==> config.mk <==
export PLATFORM = sky130hd
export DESIGN_NAME = icmp_probe_reply_classifier_flat
export DESIGN_NICKNAME = d
export VERILOG_FILES = /design/src/hw/rtl/iprc_pkg.sv /design/src/hw/rtl/iprc_if.sv /design/src/hw/rtl/iprc_cfg_regs.sv /design/src/hw/rtl/iprc_capture.sv /design/src/hw/rtl/iprc_classify.sv /design/src/hw/rtl/icmp_probe_reply_classifier.sv /design/src/flat_wrapper.sv
export SDC_FILE = /design/constraint.sdc
export NUM_CORES = 1
export LEC_CHECK = 0
export ABC_CLOCK_PERIOD_IN_PS = 19650
export BUFFER_PORTS_ARGS = -buffer_cell sky130_fd_sc_hd__buf_2
export CAP_MARGIN = 20
export CORE_AREA = 5 5 239 241
export DETAILED_ROUTE_END_ITERATION = 10
export DIE_AREA = 0 0 244 246
export GPL_ROUTABILITY_DRIVEN = 0
export SLEW_MARGIN = 40
export SYNTH_ARGS = -nofsm -noshare
export SYNTH_HDL_FRONTEND = slang
export SYNTH_SLANG_ARGS = --single-unit
export TNS_END_PERCENT = 5
==> constraint.sdc <==
create_clock -name i_clk -period 19.65 [get_ports i_clk]
set_input_delay 4.9125 -clock i_clk [delete_from_list [all_inputs] [get_ports i_clk]]
set_output_delay 4.9125 -clock i_clk [all_outputs]
set_load 0.1 [all_outputs]
==> src/hw/rtl/iprc_pkg.sv <==
`default_nettype none

package iprc_pkg;

    localparam int CFG_IDX_W  = 3;
    localparam int CFG_DATA_W = 16;

    localparam int MSG_HDR_LEN  = 8;
    localparam int QUOTE_MINLEN = 16;
    localparam int TTL_OFFSET   = 8;
    localparam int PROTO_OFFSET = 9;

    localparam logic [7:0] TYPE_ECHO_REPLY     = 8'd0;
    localparam logic [7:0] TYPE_DEST_UNREACH   = 8'd3;
    localparam logic [7:0] TYPE_TIME_EXCEEDED  = 8'd11;
    localparam logic [7:0] CODE_TTL_IN_TRANSIT = 8'd0;
    localparam logic [7:0] CODE_FRAG_NEEDED    = 8'd4;

    typedef enum logic [CFG_IDX_W-1:0] {
        CFG_CHECK_MODE     = 3'd0,
        CFG_PROTO_NUMBER   = 3'd1,
        CFG_IDENT          = 3'd2,
        CFG_BASE_PORT      = 3'd3,
        CFG_SEQ_ON_SRC     = 3'd4,
        CFG_SCTP_SHORT_TAG = 3'd5
    } t_cfg_idx;

    typedef enum logic [2:0] {
        MODE_UDP     = 3'd0,
        MODE_TCP     = 3'd1,
        MODE_SCTP    = 3'd2,
        MODE_ECHO    = 3'd3,
        MODE_GENERIC = 3'd4
    } t_mode;

    typedef enum logic [1:0] {
        VERDICT_IGNORE   = 2'd0,
        VERDICT_ECHO     = 2'd1,
        VERDICT_TIMXCEED = 2'd2,
        VERDICT_UNREACH  = 2'd3
    } t_verdict;

    localparam logic [2:0]  RST_CHECK_MODE     = 3'd0;
    localparam logic [7:0]  RST_PROTO_NUMBER   = 8'd17;
    localparam logic [15:0] RST_IDENT          = 16'd0;
    localparam logic [15:0] RST_BASE_PORT      = 16'd33434;
    localparam logic        RST_SEQ_ON_SRC     = 1'b0;
    localparam logic        RST_SCTP_SHORT_TAG = 1'b1;

    typedef struct packed {
        logic [2:0]  mode;
        logic [7:0]  proto;
        logic [15:0] ident;
        logic [15:0] base_port;
        logic        seq_on_src;
        logic        sctp_short_tag;
    } t_cfg;

    typedef struct packed {
        logic        last;
        logic [7:0]  seq;
        logic [15:0] idx;
        logic [5:0]  hl;
        logic [7:0]  ttl;
        logic [7:0]  itype;
        logic [7:0]  icode;
        logic [31:0] word;
        logic [5:0]  ihl;
        logic [7:0]  iproto;
        logic [63:0] xport;
    } t_capt;

    typedef struct packed {
        t_verdict    verdict;
        logic [7:0]  ucode;
        logic [15:0] mtu;
        logic [7:0]  ttl;
    } t_res;

endpackage

`default_nettype wire

==> src/hw/rtl/iprc_if.sv <==
`default_nettype none

interface iprc_cfg_if;
    logic                             valid;
    logic                             ready;
    logic [iprc_pkg::CFG_IDX_W-1:0]   index;
    logic [iprc_pkg::CFG_DATA_W-1:0]  data;

    modport source (output valid, output index, output data, input ready);
    modport sink   (input valid, input index, input data, output ready);
endinterface

interface iprc_in_if;
    logic       valid;
    logic       ready;
    logic [7:0] rx_byte;
    logic       last_byte;
    logic [7:0] probe_seq;

    modport source (output valid, output rx_byte, output last_byte, output probe_seq,
                    input ready);
    modport sink   (input valid, input rx_byte, input last_byte, input probe_seq,
                    output ready);
endinterface

interface iprc_out_if;
    logic        valid;
    logic        ready;
    logic [1:0]  verdict;
    logic [7:0]  unreach_code;
    logic [15:0] next_mtu;
    logic [7:0]  reply_ttl;

    modport source (output valid, output verdict, output unreach_code, output next_mtu,
                    output reply_ttl, input ready);
    modport sink   (input valid, input verdict, input unreach_code, input next_mtu,
                    input reply_ttl, output ready);
endinterface

`default_nettype wire

==> src/hw/rtl/iprc_cfg_regs.sv <==
`default_nettype none

module iprc_cfg_regs (
    input  logic           i_clk,
    input  logic           i_rst_n,
    iprc_cfg_if.sink       s_cfg,
    output iprc_pkg::t_cfg o_cfg
);

    iprc_pkg::t_cfg r_cfg;

    assign s_cfg.ready = 1'b1;
    assign o_cfg       = r_cfg;

    always_ff @(posedge i_clk) begin
        if (!i_rst_n) begin
            r_cfg.mode           <= iprc_pkg::RST_CHECK_MODE;
            r_cfg.proto          <= iprc_pkg::RST_PROTO_NUMBER;
            r_cfg.ident          <= iprc_pkg::RST_IDENT;
            r_cfg.base_port      <= iprc_pkg::RST_BASE_PORT;
            r_cfg.seq_on_src     <= iprc_pkg::RST_SEQ_ON_SRC;
            r_cfg.sctp_short_tag <= iprc_pkg::RST_SCTP_SHORT_TAG;
        end else if (s_cfg.valid) begin
            case (s_cfg.index)
                iprc_pkg::CFG_CHECK_MODE:     r_cfg.mode           <= s_cfg.data[2:0];
                iprc_pkg::CFG_PROTO_NUMBER:   r_cfg.proto          <= s_cfg.data[7:0];
                iprc_pkg::CFG_IDENT:          r_cfg.ident          <= s_cfg.data[15:0];
                iprc_pkg::CFG_BASE_PORT:      r_cfg.base_port      <= s_cfg.data[15:0];
                iprc_pkg::CFG_SEQ_ON_SRC:     r_cfg.seq_on_src     <= s_cfg.data[0];
                iprc_pkg::CFG_SCTP_SHORT_TAG: r_cfg.sctp_short_tag <= s_cfg.data[0];
                default: begin
                end
            endcase
        end
    end

endmodule

`default_nettype wire

==> src/hw/rtl/iprc_capture.sv <==
`default_nettype none

module iprc_capture (
    input  logic            i_clk,
    input  logic            i_rst_n,
    iprc_in_if.sink         s_in,
    input  logic            i_out_free,
    output logic            o_fire,
    output iprc_pkg::t_capt o_capt
);

    logic        r_vld;
    logic [7:0]  r_byte;
    logic        r_last;
    logic [7:0]  r_seq;

    logic [15:0] r_cnt;
    logic [5:0]  r_hl;
    logic [7:0]  r_ttl;
    logic [7:0]  r_type;
    logic [7:0]  r_code;
    logic [31:0] r_word;
    logic [5:0]  r_ihl;
    logic [7:0]  r_proto;
    logic [63:0] r_xport;

    logic [15:0] n_cnt;
    logic [5:0]  n_hl;
    logic [7:0]  n_ttl;
    logic [7:0]  n_type;
    logic [7:0]  n_code;
    logic [31:0] n_word;
    logic [5:0]  n_ihl;
    logic [7:0]  n_proto;
    logic [63:0] n_xport;

    logic [15:0] off;
    logic [15:0] q;
    logic [15:0] p;
    logic        in_icmp;
    logic        in_quote;
    logic        fire;

    assign fire        = r_vld && (!r_last || i_out_free);
    assign s_in.ready  = !r_vld || fire;
    assign o_fire      = fire;

    always_comb begin
        n_hl    = (r_cnt == 16'd0) ? {r_byte[3:0], 2'b00} : r_hl;
        n_ttl   = (r_cnt == 16'(iprc_pkg::TTL_OFFSET)) ? r_byte : r_ttl;
        n_type  = r_type;
        n_code  = r_code;
        n_word  = r_word;
        n_ihl   = r_ihl;
        n_proto = r_proto;
        n_xport = r_xport;
        n_cnt   = (r_cnt != 16'hFFFF) ? r_cnt + 16'd1 : r_cnt;

        in_icmp  = r_cnt >= {10'd0, n_hl};
        off      = r_cnt - {10'd0, n_hl};
        in_quote = in_icmp && (off >= 16'(iprc_pkg::MSG_HDR_LEN));
        q        = off - 16'(iprc_pkg::MSG_HDR_LEN);

        if (in_icmp) begin
            if (off == 16'd0) begin
                n_type = r_byte;
            end else if (off == 16'd1) begin
                n_code = r_byte;
            end else if (off[15:2] == 14'd1) begin
                n_word[{~off[1:0], 3'b000} +: 8] = r_byte;
            end
        end

        if (in_quote && q == 16'd0) begin
            n_ihl = {r_byte[3:0], 2'b00};
        end
        p = q - {10'd0, n_ihl};
        if (in_quote && q == 16'(iprc_pkg::PROTO_OFFSET)) begin
            n_proto = r_byte;
        end
        if (in_quote && q >= {10'd0, n_ihl} && p[15:3] == 13'd0) begin
            n_xport[{~p[2:0], 3'b000} +: 8] = r_byte;
        end
    end

    always_comb begin
        o_capt.last   = r_last;
        o_capt.seq    = r_seq;
        o_capt.idx    = r_cnt;
        o_capt.hl     = n_hl;
        o_capt.ttl    = n_ttl;
        o_capt.itype  = n_type;
        o_capt.icode  = n_code;
        o_capt.word   = n_word;
        o_capt.ihl    = n_ihl;
        o_capt.iproto = n_proto;
        o_capt.xport  = n_xport;
    end

    always_ff @(posedge i_clk) begin
        if (!i_rst_n) begin
            r_vld <= 1'b0;
        end else if (s_in.valid && s_in.ready) begin
            r_vld <= 1'b1;
        end else if (fire) begin
            r_vld <= 1'b0;
        end
    end

    always_ff @(posedge i_clk) begin
        if (s_in.valid && s_in.ready) begin
            r_byte <= s_in.rx_byte;
            r_last <= s_in.last_byte;
            r_seq  <= s_in.probe_seq;
        end
    end

    // clear per-packet state on reset and on the last byte
    always_ff @(posedge i_clk) begin
        if (!i_rst_n || (fire && r_last)) begin
            r_cnt   <= '0;
            r_hl    <= '0;
            r_ttl   <= '0;
            r_type  <= '0;
            r_code  <= '0;
            r_word  <= '0;
            r_ihl   <= '0;
            r_proto <= '0;
            r_xport <= '0;
        end else if (fire) begin
            r_cnt   <= n_cnt;
            r_hl    <= n_hl;
            r_ttl   <= n_ttl;
            r_type  <= n_type;
            r_code  <= n_code;
            r_word  <= n_word;
            r_ihl   <= n_ihl;
            r_proto <= n_proto;
            r_xport <= n_xport;
        end
    end

endmodule

`default_nettype wire

==> src/hw/rtl/iprc_classify.sv <==
`default_nettype none

module iprc_classify (
    input  logic            i_clk,
    input  logic            i_rst_n,
    input  iprc_pkg::t_cfg  i_cfg,
    input  logic            i_fire,
    input  iprc_pkg::t_capt i_capt,
    output logic            o_out_free,
    iprc_out_if.source      m_out
);

    logic           r_vld;
    iprc_pkg::t_res r_res;
    iprc_pkg::t_res n_res;

    logic [15:0] seq16;
    logic [15:0] bp_seq;
    logic [15:0] id_seq;
    logic [15:0] sp;
    logic [15:0] dp;
    logic [31:0] w;
    logic [31:0] pw;
    logic [15:0] d;
    logic        ports_ok;
    logic        rule_ok;
    logic [16:0] len;
    logic        long_enough;
    logic        quote_ok;
    logic        echo_ok;
    logic        is_err;
    logic        is_timx;

    assign o_out_free = !r_vld || m_out.ready;

    always_comb begin
        seq16  = {8'd0, i_capt.seq};
        bp_seq = i_cfg.base_port + seq16;
        id_seq = i_cfg.ident + seq16;
        sp     = i_capt.xport[63:48];
        dp     = i_capt.xport[47:32];
        w      = i_capt.xport[31:0];
        pw     = i_capt.xport[63:32];
        d      = i_cfg.seq_on_src ? i_cfg.base_port : bp_seq;
        ports_ok = (sp == i_cfg.ident) && (dp == d);

        case (i_cfg.mode)
            iprc_pkg::MODE_UDP:
                rule_ok = (sp == (i_cfg.seq_on_src ? id_seq : i_cfg.ident)) && (dp == d);
            iprc_pkg::MODE_TCP:
                rule_ok = ports_ok && (w == pw);
            iprc_pkg::MODE_SCTP:
                rule_ok = ports_ok && (i_cfg.sctp_short_tag ? (w == pw) : (w == 32'd0));
            iprc_pkg::MODE_ECHO:
                rule_ok = (w[31:16] == i_cfg.ident) && (w[15:0] == seq16);
            iprc_pkg::MODE_GENERIC:
                rule_ok = (sp == i_cfg.ident) && (dp == bp_seq);
            default:
                rule_ok = 1'b0;
        endcase

        len         = {1'b0, i_capt.idx} + 17'd1;
        long_enough = len >= ({11'd0, i_capt.hl} + 17'(iprc_pkg::MSG_HDR_LEN));
        quote_ok    = ({11'd0, i_capt.ihl} + {11'd0, i_capt.hl}
                       + 17'(iprc_pkg::QUOTE_MINLEN)) <= len;
        echo_ok     = (i_capt.itype == iprc_pkg::TYPE_ECHO_REPLY)
                      && (i_cfg.mode == iprc_pkg::MODE_ECHO)
                      && (i_capt.word[31:16] == i_cfg.ident)
                      && (i_capt.word[15:0] == seq16);
        is_timx     = (i_capt.itype == iprc_pkg::TYPE_TIME_EXCEEDED);
        is_err      = (is_timx && i_capt.icode == iprc_pkg::CODE_TTL_IN_TRANSIT)
                      || (i_capt.itype == iprc_pkg::TYPE_DEST_UNREACH);

        n_res.verdict = iprc_pkg::VERDICT_IGNORE;
        n_res.ucode   = 8'd0;
        n_res.mtu     = 16'd0;
        n_res.ttl     = i_capt.ttl;
        if (long_enough) begin
            if (echo_ok) begin
                n_res.verdict = iprc_pkg::VERDICT_ECHO;
            end else if (is_err && quote_ok && (i_capt.iproto == i_cfg.proto) && rule_ok) begin
                if (is_timx) begin
                    n_res.verdict = iprc_pkg::VERDICT_TIMXCEED;
                end else begin
                    n_res.verdict = iprc_pkg::VERDICT_UNREACH;
                    n_res.ucode   = i_capt.icode;
                end
            end
            if (n_res.verdict != iprc_pkg::VERDICT_IGNORE
                && i_capt.icode == iprc_pkg::CODE_FRAG_NEEDED) begin
                n_res.mtu = i_capt.word[15:0];
            end
        end
    end

    always_ff @(posedge i_clk) begin
        if (!i_rst_n) begin
            r_vld <= 1'b0;
        end else if (i_fire && i_capt.last) begin
            r_vld <= 1'b1;
        end else if (m_out.ready) begin
            r_vld <= 1'b0;
        end
    end

    always_ff @(posedge i_clk) begin
        if (i_fire && i_capt.last) begin
            r_res <= n_res;
        end
    end

    assign m_out.valid        = r_vld;
    assign m_out.verdict      = r_res.verdict;
    assign m_out.unreach_code = r_res.ucode;
    assign m_out.next_mtu     = r_res.mtu;
    assign m_out.reply_ttl    = r_res.ttl;

endmodule

`default_nettype wire

==> src/hw/rtl/icmp_probe_reply_classifier.sv <==
// Path: a transferred byte is held in the input register and parsed as it
// leaves it, which also loads the result of a last byte into the output register.
// Throughput: one byte per cycle; a waiting result stalls only a last byte.
// Reset: i_rst_n low at a clock edge empties both registers, clears the
// per-packet capture state and loads the register defaults.
`default_nettype none

module icmp_probe_reply_classifier (
    input  logic        i_clk,
    input  logic        i_rst_n,
    iprc_cfg_if.sink    i_cfg,
    iprc_in_if.sink     i_in,
    iprc_out_if.source  o_out
);

    iprc_pkg::t_cfg  cfg;
    iprc_pkg::t_capt capt;
    logic            fire;
    logic            out_free;

    iprc_cfg_regs u_cfg_regs (
        .i_clk   (i_clk),
        .i_rst_n (i_rst_n),
        .s_cfg   (i_cfg),
        .o_cfg   (cfg)
    );

    iprc_capture u_capture (
        .i_clk      (i_clk),
        .i_rst_n    (i_rst_n),
        .s_in       (i_in),
        .i_out_free (out_free),
        .o_fire     (fire),
        .o_capt     (capt)
    );

    iprc_classify u_classify (
        .i_clk      (i_clk),
        .i_rst_n    (i_rst_n),
        .i_cfg      (cfg),
        .i_fire     (fire),
        .i_capt     (capt),
        .o_out_free (out_free),
        .m_out      (o_out)
    );

endmodule

`default_nettype wire

==> src/flat_wrapper.sv <==
// flat-port wrapper written by rule: the top's interface ports become plain ports
module icmp_probe_reply_classifier_flat 
  (i_clk, i_rst_n, i_cfg_valid, i_cfg_index, i_cfg_data, i_cfg_ready, i_in_valid, i_in_rx_byte, i_in_last_byte, i_in_probe_seq, i_in_ready, o_out_valid, o_out_verdict, o_out_unreach_code, o_out_next_mtu, o_out_reply_ttl, o_out_ready);
  iprc_cfg_if i_cfg_i ();
  iprc_in_if i_in_i ();
  iprc_out_if o_out_i ();
  input  logic i_clk;
  input  logic i_rst_n;
  input wire logic [$bits(i_cfg_i.valid)-1:0] i_cfg_valid;
  input wire logic [$bits(i_cfg_i.index)-1:0] i_cfg_index;
  input wire logic [$bits(i_cfg_i.data)-1:0] i_cfg_data;
  output wire logic [$bits(i_cfg_i.ready)-1:0] i_cfg_ready;
  input wire logic [$bits(i_in_i.valid)-1:0] i_in_valid;
  input wire logic [$bits(i_in_i.rx_byte)-1:0] i_in_rx_byte;
  input wire logic [$bits(i_in_i.last_byte)-1:0] i_in_last_byte;
  input wire logic [$bits(i_in_i.probe_seq)-1:0] i_in_probe_seq;
  output wire logic [$bits(i_in_i.ready)-1:0] i_in_ready;
  output wire logic [$bits(o_out_i.valid)-1:0] o_out_valid;
  output wire logic [$bits(o_out_i.verdict)-1:0] o_out_verdict;
  output wire logic [$bits(o_out_i.unreach_code)-1:0] o_out_unreach_code;
  output wire logic [$bits(o_out_i.next_mtu)-1:0] o_out_next_mtu;
  output wire logic [$bits(o_out_i.reply_ttl)-1:0] o_out_reply_ttl;
  input wire logic [$bits(o_out_i.ready)-1:0] o_out_ready;
  assign i_cfg_i.valid = i_cfg_valid;
  assign i_cfg_i.index = i_cfg_index;
  assign i_cfg_i.data = i_cfg_data;
  assign i_cfg_ready = i_cfg_i.ready;
  assign i_in_i.valid = i_in_valid;
  assign i_in_i.rx_byte = i_in_rx_byte;
  assign i_in_i.last_byte = i_in_last_byte;
  assign i_in_i.probe_seq = i_in_probe_seq;
  assign i_in_ready = i_in_i.ready;
  assign o_out_valid = o_out_i.valid;
  assign o_out_verdict = o_out_i.verdict;
  assign o_out_unreach_code = o_out_i.unreach_code;
  assign o_out_next_mtu = o_out_i.next_mtu;
  assign o_out_reply_ttl = o_out_i.reply_ttl;
  assign o_out_i.ready = o_out_ready;
  icmp_probe_reply_classifier u_core (.i_clk(i_clk), .i_rst_n(i_rst_n), .i_cfg(i_cfg_i), .i_in(i_in_i), .o_out(o_out_i));
endmodule
==> impl_results.md <==
* CTS Hold Bufs at 0
* Sequential fraction of the synthesis area at 29.47%
* Clk buf depth at 3
* Max cap viols at 0
* Clock root buffer: clkbuf_16
* Type of the tightest min-delay check: reg2reg
* Top Ports at 78
* Post-Place Worst Slack at 6.796 ns
* DRT Wirelength at 66220 µm
* Share of flip-flops with an asynchronous set or reset at 0%
* Synth Net Count at 2565
* Synth Register Bits at 254
* Clock skew at 0.02043 ns
* # clock sinks at 254
* Fin area at 0.02097 mm²
* Worst setup EP type: flop
* Die Height at 246 µm
* Die ar. at 0.06002 mm²
* Final HPWL DP at 48000 µm
* Critical Path AT at 13.31 ns
* Antenna violations before repair at 0
* CP Launch Point: u_core.u_capture.r_cnt[9]
* Area grow syn2layout at 10.41%
* Slew margin rel. at 42.70%
* Post-CTS Resized at 0
* Share of layout cells above drive strength 1 at 10.30%
* CP peak stage delay at 0.68 ns
* Gr usage total at 21.06%
* Iteration-0 DRC Markers at 2163
* Leak at 7.383 nW
* Core area at 0.05466 mm²
* Total grt overflow at 0
* Buffers added on ports at 76
* Number of synthesized flops with an enable pin at 51
* Max VDD drop at 60.74 µV
* Horiz. Die Dim at 244 µm
* DRC Markers at 0
* First-pass GRT wire length at 102100 µm
* Vias at 18590
* Crit path launch type: flop
* Commonest non-fill, non-tap cell in the layout: nand2_1
* Critical path required time at 20.07 ns
* Main flop type after synthesis: dfxtp_1
* Final hold viol count at 0
* Largest net degree at the start of global routing at 76
* Drt first pass iters at 8
* Max frequency at 0.07761 GHz
* Unique masters post-synth at 99
* Drt wl/cell at 20.89 µm
* Clock Latency Late Sink at 0.59 ns
* Syn_area_per_cell at 7.716 µm²
* Fin nets at 2546
* Pwr Density at 65.44 mW/mm²
* Max Slew Vio Count at 0
* Post-layout min period at 12.88 ns
* Final Cycle Share at 65.57%
* Crit-path slowest cell: or4_1
* Setup-failing EPs final at 0
* Critical Path Fanout Max at 35
* CTS clk-pin slew, worst paths at 0.06 ns
* H-tree depth at 1
* Vias per cell at 5.865
* Vias in the first global route at 17510
* Total CTS buffers at 31
* Syn. warnings at 0
* Commonest non-fill, non-tap cells in the layout: nand2_1 (360), nor2_1 (229), dfxtp_1 (203)
* Crit path kind: reg2reg
* Cells after Synth at 2461
* Outcome: finished clean
* RSZ-0062 raised after global routing: no
* Final ANT Viol Nets at 0
* Starting Density at 34.74%
* Postcts setup bufs at 0
* Placed Area at 0.01995 mm²
* Synth Cell Area at 0.01899 mm²
* R2r startpoint: u_core.u_capture.r_cnt[9]
* Hold_sp: u_core.u_capture.r_proto[5]
* Final WS setup at 6.765 ns
* CTS tree: yes
* Setup tns final at 0 ns
* Antenna diodes at 0
* Final core utilization at 38.36%
* Worst Tran Pin Value at 0.8529 ns
* Placement Rows at 86
* Layout fillers at 5649
area by class of cell:
type,instances,area [µm²],share of cell area (%)
Inverter,68,255.2,1.217
Clock buffer,43,870.8,4.153
Multi-Input combinational cell,1975,12580,60.02
Clock inverter,14,116.4,0.5550
Sequential cell,254,5595,26.69
Timing Repair Buffer,112,664.4,3.169
Tap cell,704,880.8,4.201
final timing paths:
| kind | to | slack, ns | depth (start not counted) |
|---|---|---|---|
| max reg2reg | u_core.u_classify.m_out.next_mtu[5] | 6.77 | 36 |
| min reg2reg | u_core.u_capture.r_proto[5] | 0.45 | 2 |
| max | u_core.u_classify.m_out.next_mtu[5] | 6.77 | 36 |
| min | u_core.u_capture.r_proto[5] | 0.45 | 2 |
power by group:
group	switching, W	internal [W]	leakage (nW)
registers	0.0000126	0.000541	2.13
clock network	0.000233	0.000322	0.478
logic	0.000180	0.0000844	4.78
total	0.000425	0.000947	7.38
synth_stat cells (15+ instances only):
master    number  share of area [%]
and3_1        27               0.89
edfxtp_1      51                8.1
nand2_1      360                7.1
a31oi_1       21               0.69
nor3_1        60                1.6
or3_1         15               0.49
a211oi_1      34                1.3
nand4_1       45                1.5
or4_1         19               0.75
clkbuf_1     140                2.8
or2_2         15               0.49
mux2i_1      104                5.5
dfxtp_1      203                 21
nor2b_1       35                1.2
nand3_1       90                2.4
and2_1        24               0.79
o21ai_0       78                2.1
o22ai_1       18               0.59
nor4_1        40                1.3
mux2_2        20                1.2
a21oi_1      196                5.2
xnor2_1      135                6.2
xor2_1        69                3.2
a21boi_0      34                1.3
nand2b_1      23               0.76
ha_1          58                3.8
nor2_1       231                4.6
inv_1         66                1.3
metrics by stage:
step | instances | hold slack, ns | total power [W]
after floorplan | 2461 | 0.4294 | 0.0007430
after global placement | 3111 | 0.4376 | 0.0008156
after detailed placement | 3113 | 0.4454 | 0.0008206
after CTS | 3170 | 0.4527 | 0.001379
after global routing | 3170 | 0.4744 | 0.001430
final | 3170 | 0.4488 | 0.001372
logic make-up (layout without fill, tap and decap cells):
| logic type | after synthesis | after routing | synth area share (%) |
|---|---|---|---|
| buf+inv | 232 | 237 | 4.764 |
| simple gates | 1043 | 1043 | 26.76 |
| other cells | 1 | 1 | 0.01975 |
| compound gates | 534 | 534 | 18.21 |
| xor+xnor | 204 | 204 | 9.409 |
| flops | 254 | 254 | 29.47 |
| fa+ha+maj | 67 | 67 | 4.560 |
| mux | 126 | 126 | 6.806 |
layer usage:
layer / vias to the layer above / wire, µm / global-route usage (%)
met3: 181 / 6613 / 4.361
met4: 0 / 2603 / 6.870
met2: 899 / 28230 / 32.61
li1: 8747 / - / -
met5: - / 0 / 0
met1: 8766 / 28780 / 29.41
worst max-delay path, delay by kind of cell, from the launching register on:
kind,cells,cell delay [ns]
and+or+nand+nor,17,6.09
AOI/OAI and AO/OA,8,2.39
adders and majority gates,6,2.11
buffers and inverters,3,0.89
xor gates and xnor gates,1,0.46
DFF,1,0.44
muxes,1,0.28
state kept, by name, indices dropped and copies added (netlist names), named ones only:
| signal | count |
|---|---|
| u_core.u_capture.r_word | 32 |
| u_core.u_capture.r_ttl | 8 |
| u_core.u_classify.m_out.reply_ttl | 8 |
| u_core.u_capture.r_vld | 1 |
| u_core.u_capture.r_ihl | 5 |
| u_core.u_classify.m_out.unreach_code | 8 |
| u_core.u_capture.r_code | 8 |
| u_core.u_capture.r_hl | 6 |
| u_core.u_capture.r_xport | 64 |
| u_core.u_classify.m_out.verdict | 2 |
| u_core.u_capture.r_last | 1 |
| u_core.u_capture.r_cnt | 16 |
| u_core.u_capture.r_type | 8 |
| u_core.u_cfg_regs.o_cfg | 45 |
| u_core.u_classify.m_out.valid | 1 |
| u_core.u_classify.m_out.next_mtu | 16 |
| u_core.u_capture.r_byte | 8 |
| u_core.u_capture.r_proto | 8 |
| u_core.u_capture.r_seq | 8 |
Note: power is estimated with default switching activity, not from simulation.
